### src/hw/rtl/ppts_fifo.sv
// ----------------------------------------------------------------------------
// ppts_fifo
// Small register based queue with full and empty flags.
// ----------------------------------------------------------------------------
module ppts_fifo #(
  parameter int WIDTH = 8,
  parameter int DEPTH = 4
) (
  input  logic             clk,
  input  logic             rst_n,
  input  logic             push,
  input  logic [WIDTH-1:0] wdata,
  output logic             full,
  input  logic             pop,
  output logic [WIDTH-1:0] rdata,
  output logic             empty
);

  localparam int AW = (DEPTH > 1) ? $clog2(DEPTH) : 1;
  localparam int CW = $clog2(DEPTH + 1);

  logic [WIDTH-1:0] mem_r [0:DEPTH-1];
  logic [AW-1:0]    wr_ptr_r, wr_ptr_nxt;
  logic [AW-1:0]    rd_ptr_r, rd_ptr_nxt;
  logic [CW-1:0]    cnt_r, cnt_nxt;
  logic             do_push, do_pop;

  assign full    = (cnt_r == CW'(DEPTH));
  assign empty   = (cnt_r == '0);
  assign do_push = push && !full;
  assign do_pop  = pop && !empty;
  assign rdata   = mem_r[rd_ptr_r];

  // Pointer and fill count update.
  always_comb begin
    wr_ptr_nxt = wr_ptr_r;
    rd_ptr_nxt = rd_ptr_r;
    cnt_nxt    = cnt_r;
    if (do_push) begin
      wr_ptr_nxt = (wr_ptr_r == AW'(DEPTH - 1)) ? '0 : wr_ptr_r + 1'b1;
    end
    if (do_pop) begin
      rd_ptr_nxt = (rd_ptr_r == AW'(DEPTH - 1)) ? '0 : rd_ptr_r + 1'b1;
    end
    if (do_push && !do_pop) begin
      cnt_nxt = cnt_r + 1'b1;
    end else if (do_pop && !do_push) begin
      cnt_nxt = cnt_r - 1'b1;
    end
  end

  always_ff @(posedge clk) begin
    if (!rst_n) begin
      wr_ptr_r <= '0;
      rd_ptr_r <= '0;
      cnt_r    <= '0;
    end else begin
      wr_ptr_r <= wr_ptr_nxt;
      rd_ptr_r <= rd_ptr_nxt;
      cnt_r    <= cnt_nxt;
    end
  end

  // Storage needs no reset.
  always_ff @(posedge clk) begin
    if (do_push) begin
      mem_r[wr_ptr_r] <= wdata;
    end
  end

`ifndef NO_ASSERTIONS
  a_cnt_bound: assert property (@(posedge clk) disable iff (!rst_n)
    cnt_r <= CW'(DEPTH))
    else $error("queue fill count beyond depth");
  a_push_fills: assert property (@(posedge clk) disable iff (!rst_n)
    (push && !full && !pop) |=> !empty)
    else $error("queue empty after a lone push");
  a_pop_frees: assert property (@(posedge clk) disable iff (!rst_n)
    (pop && !empty && !push) |=> !full)
    else $error("queue full after a lone pop");
`endif

endmodule

### config.mk
export PLATFORM = sky130hd
export DESIGN_NAME = ppts_fifo
export DESIGN_NICKNAME = d
export VERILOG_FILES = /design/src/hw/rtl/ppts_fifo.sv
export SDC_FILE = /design/constraint.sdc
export NUM_CORES = 1
export LEC_CHECK = 0
export BUFFER_PORTS_ARGS = -buffer_cell sky130_fd_sc_hd__buf_2
export CORE_MARGIN = 2
export CORE_UTILIZATION = 55
export DETAILED_ROUTE_END_ITERATION = 6
export GPL_TIMING_DRIVEN = 0
export PLACE_DENSITY = 0.85
export SETUP_SLACK_MARGIN = 0.5
export SYNTH_ARGS = -nofsm -noshare
export SYNTH_HDL_FRONTEND = slang
export SYNTH_SLANG_ARGS = --single-unit
### constraint.sdc
create_clock -name clk -period 3.45 [get_ports clk]
set_input_delay 0 -clock clk [delete_from_list [all_inputs] [get_ports clk]]
set_output_delay 0 -clock clk [all_outputs]
set_load 0.005 [all_outputs]
==> report_table.html <==
<table>
<tr><th>Metric</th><th>Value</th></tr>
<tr><th colspan="2">Power</th></tr>
<tr><td>Clock share of power</td><td>22.7%</td></tr>
<tr><td>Logic pwr share</td><td>26.3%</td></tr>
<tr><td>Sequential power share</td><td>51.0%</td></tr>
<tr><td>Net Switching</td><td>0.000333 W</td></tr>
<tr><td>Leak</td><td>0.721 nW</td></tr>
<tr><td>Worst VDD drop</td><td>0.542 mV</td></tr>
<tr><td>Internal cell power</td><td>0.000937 W</td></tr>
<tr><td>Power per cell area</td><td>655 nW/um^2</td></tr>
<tr><td>Overall power</td><td>0.00127 W</td></tr>
<tr><td>Switching Fraction</td><td>26.2%</td></tr>
<tr><th colspan="2">Drt</th></tr>
<tr><td>Number of DRC violations after detailed-routing iteration 0</td><td>22</td></tr>
<tr><td>Remaining antenna violation count after routing</td><td>0</td></tr>
<tr><td>Total routed wirelength</td><td>2600 um</td></tr>
<tr><td>First drt pass iteration count</td><td>4</td></tr>
<tr><td>Average detailed-routed wire length per instance</td><td>16.0 um</td></tr>
<tr><td>DR vias/cell</td><td>5.41</td></tr>
<tr><td>Via count of the routed design</td><td>877</td></tr>
<tr><td>Number of remaining DRC errors</td><td>0</td></tr>
<tr><th colspan="2">STA</th></tr>
<tr><td>Final critical-path share of the clock period</td><td>69.1%</td></tr>
<tr><td>Final count of pins violating max slew</td><td>0</td></tr>
<tr><td>Setup total negative slack</td><td>0 ns</td></tr>
<tr><td>Setup Skew</td><td>0.00908 ns</td></tr>
<tr><td>Worst slew pin tran</td><td>0.516 ns</td></tr>
<tr><td>Final critical path time including I/O delays and setup</td><td>2.38 ns</td></tr>
<tr><td>Maximum achievable frequency</td><td>0.420 GHz</td></tr>
<tr><td>Unrepaired setup endpoints after global routing</td><td>no</td></tr>
<tr><td>Final Hold Vio Count</td><td>0</td></tr>
<tr><td>Worst relative slew slack</td><td>65.3%</td></tr>
<tr><td>Setup-failing EPs final</td><td>0</td></tr>
<tr><td>Hold slack final</td><td>0.0802 ns</td></tr>
<tr><th colspan="2">Status</th></tr>
<tr><td>Outcome</td><td>completed</td></tr>
<tr><th colspan="2">Setup path</th></tr>
<tr><td>Reg-to-reg slack, setup</td><td>1.07 ns</td></tr>
<tr><td>Worst r2r path cells</td><td>7</td></tr>
<tr><td>Setup CP Type</td><td>reg -&gt; reg</td></tr>
<tr><td>Data arrival at the endpoint of the critical path</td><td>2.64 ns</td></tr>
<tr><td>Worst flop-to-flop path startpoint</td><td>cnt_r[0]</td></tr>
<tr><td>Worst flop-to-flop path endpoint</td><td>cnt_r[2]</td></tr>
<tr><td>Required time of the critical path</td><td>3.70 ns</td></tr>
<tr><td>Critical path startpoint category</td><td>flip-flop</td></tr>
<tr><td>Sort of element at the end of the critical path</td><td>flip-flop</td></tr>
<tr><td>Crit-path max FO</td><td>5</td></tr>
<tr><th colspan="2">Yosys</th></tr>
<tr><td>Leading area contributor after synthesis</td><td>edfxtp_1</td></tr>
<tr><td>Number of library cell types mapped by synthesis</td><td>23</td></tr>
<tr><td>Cell types with the largest area share after synthesis</td><td>edfxtp_1 (59%), dfxtp_1 (11%), mux4_2 (11%)</td></tr>
<tr><td>Flop and latch count out of synthesis</td><td>41</td></tr>
<tr><td>Post-synth top area share</td><td>58.9%</td></tr>
<tr><td>Post-synthesis async set-or-reset flop share</td><td>0%</td></tr>
<tr><td>Synthesized area per cell</td><td>17.5 um^2</td></tr>
<tr><td>EDFF count, synth</td><td>32</td></tr>
<tr><td>Synthesis warning total</td><td>0</td></tr>
<tr><td>Prevailing post-synth register cell</td><td>edfxtp_1</td></tr>
<tr><td>Count leader, synth</td><td>edfxtp_1</td></tr>
<tr><td>Synthesized netlist net count</td><td>112</td></tr>
<tr><td>Commonest cells in the synthesized netlist</td><td>edfxtp_1 (32), dfxtp_1 (9), mux4_2 (8)</td></tr>
<tr><td>Mapped Cells</td><td>93</td></tr>
<tr><td>Cell area after technology mapping</td><td>1630 um^2</td></tr>
<tr><td>Sequential area share after synthesis</td><td>70.0%</td></tr>
<tr><th colspan="2">Floorplan</th></tr>
<tr><td>Starting density of the core</td><td>58.6%</td></tr>
<tr><td>Die X-Extent</td><td>58.4 um</td></tr>
<tr><td>Total core area</td><td>2780 um^2</td></tr>
<tr><td>Placement row count</td><td>19</td></tr>
<tr><td>DIE AREA</td><td>3420 um^2</td></tr>
<tr><td># IOs</td><td>22</td></tr>
<tr><td>Height of the die</td><td>58.4 um</td></tr>
<tr><th colspan="2">Hold path</th></tr>
<tr><td>Origin of the worst min-delay path</td><td>pop</td></tr>
<tr><td>Worst Hold Class</td><td>in -&gt; reg</td></tr>
<tr><td>Worst hold stages</td><td>3</td></tr>
<tr><td>Hold Crit Endpoint</td><td>rd_ptr_r[0]</td></tr>
<tr><th colspan="2">Clocking</th></tr>
<tr><td>CTS root buf</td><td>clkbuf_4</td></tr>
<tr><td>Clock-pin slew reported for the worst setup and hold paths after clock tree synthesis</td><td>0.11 ns</td></tr>
<tr><td>Maximum number of buffers from clock root to sink</td><td>2</td></tr>
<tr><td>Post-CTS setup-driven buffer insertion count</td><td>0</td></tr>
<tr><td>Clock buffer count from CTS</td><td>5</td></tr>
<tr><td>Post-CTS Resized</td><td>0</td></tr>
<tr><td>Count of clock tree sinks</td><td>41</td></tr>
<tr><td>Clock insertion delay at the later pin of the skew report</td><td>0.33 ns</td></tr>
<tr><td>Number of levels the H-tree was split into</td><td>2</td></tr>
<tr><td>CTS tree</td><td>done</td></tr>
<tr><th colspan="2">Final layout</th></tr>
<tr><td>Core Util, Final</td><td>69.7%</td></tr>
<tr><td>Antenna Cells</td><td>0</td></tr>
<tr><td>Share of final-layout standard cells stronger than drive strength 1</td><td>29.0%</td></tr>
<tr><td>Post-layout nets</td><td>149</td></tr>
<tr><td>Synth-to-layout area growth</td><td>19.0%</td></tr>
<tr><th colspan="2">Job</th></tr>
<tr><td>Count of max-cap constraint violations</td><td>0</td></tr>
<tr><th colspan="2">Global route</th></tr>
<tr><td>Maximum number of pins on one net before global-route repair</td><td>13</td></tr>
<tr><td>Via count of the first global-routing pass</td><td>946</td></tr>
<tr><td>Overall fraction of global-route tracks in use</td><td>17.3%</td></tr>
<tr><td>Number of antenna violations at the first check in global routing</td><td>0</td></tr>
<tr><td>Gr ovfl total</td><td>0</td></tr>
<tr><td>Wire length of the first global-routing pass</td><td>4130 um</td></tr>
<tr><th colspan="2">Place</th></tr>
<tr><td>Estimated wirelength of the detail-placed design</td><td>1740 um</td></tr>
<tr><td>Final RePlAce weighted congestion</td><td>0.703</td></tr>
<tr><td>Port Buffers</td><td>21</td></tr>
</table>
## worst max path at each step
stage              from        to  slack [ns]  cells after the start
3_5_place_dp   cnt_r[0]  cnt_r[2]        1.09                      7
3_3_place_gp   cnt_r[0]  cnt_r[2]        1.23                      7
2_1_floorplan  cnt_r[0]  cnt_r[2]        1.36                      7
6_report       cnt_r[0]  cnt_r[2]        1.07                      7
5_1_grt        cnt_r[0]  cnt_r[2]        0.92                      7
4_1_cts        cnt_r[0]  cnt_r[2]        1.06                      7
## power by group through the flow
stage,registers [W],logic (W),clock network [W]
6_report,0.000647,0.000334,0.000289
5_1_grt,0.000655,0.000376,0.000311
4_1_cts,0.000647,0.000340,0.000295
3_5_place_dp,0.000658,0.000332,0
3_3_place_gp,0.000652,0.000315,0
2_1_floorplan,0.000648,0.000229,0
## layer usage
layer	GRT usage (%)	wire [um]	part of all wire (%)	up-vias
met5	0	0	0	-
met4	11.0	42	1.6	0
met3	4.18	81	3.1	4
met2	31.0	1480	57	16
met1	18.0	998	38	433
li1	-	-	-	424
## cells by family (layout without fill, tap and decap cells)
| family | after synthesis | in the layout | share of synthesized area [%] |
|---|---|---|---|
| AO/OA/AOI/OAI | 5 | 5 | 1.84 |
| XOR/XNOR | 2 | 2 | 1.07 |
| AND/OR/NAND/NOR | 20 | 20 | 6.60 |
| multiplexers | 11 | 11 | 12.9 |
| buffers and inverters | 7 | 45 | 1.76 |
| flip-flops | 41 | 41 | 70.0 |
| adder cells (fa/ha/maj) | 7 | 7 | 5.83 |
## critical path: stages, from the launching register on
cell	delay, ns
dfxtp_1	0.39
o31ai_1	0.50
ha_1	0.30
inv_1	0.07
fa_1	0.37
xor2_1	0.16
or3_1	0.31
a21boi_0	0.20
## state kept, by name (all words and copies together) (netlist names), named ones only
register  flops
cnt_r         3
rd_ptr_r      2
mem_r        32
wr_ptr_r      2
## cell usage in the layout, fill, tap and decap left out, types with 3 or more instances in the layout
cell type,instances
ha_1,6
inv_1,3
clkbuf_4,5
and2_1,5
mux2i_1,3
dlygate4sd3_1,9
edfxtp_1,32
mux4_2,8
o21ai_0,3
nand2_1,6
buf_2,23
dfxtp_1,9
## what timing repair did
item | in CTS | in global routing
endpoints found under the hold margin | 34 | 0
hold buffers | 9 | 0
endpoints found under the setup margin | 0 | 0
## cell type report
cell class / instances / area, um^2
Clock buffer: 6 / 41.3
Fill cell: 182 / 842
Buffer: 4 / 17.5
Timing Repair Buffer: 30 / 195
Sequential cell: 41 / 1140
Tap cell: 31 / 38.8
Inverter: 3 / 11.3
Multi-Input combinational cell: 45 / 460
Clock inverter: 2 / 33.8
## per-stage QoR
step	std cells	setup slack, ns	cell area [um^2]
2_1_floorplan	93	1.36	1630
3_3_place_gp	145	1.23	1770
3_5_place_dp	145	1.09	1770
4_1_cts	162	1.06	1940
5_1_grt	162	0.918	1940
6_report	162	1.07	1940
No activity file was read; power rests on OpenSTA's default activity.
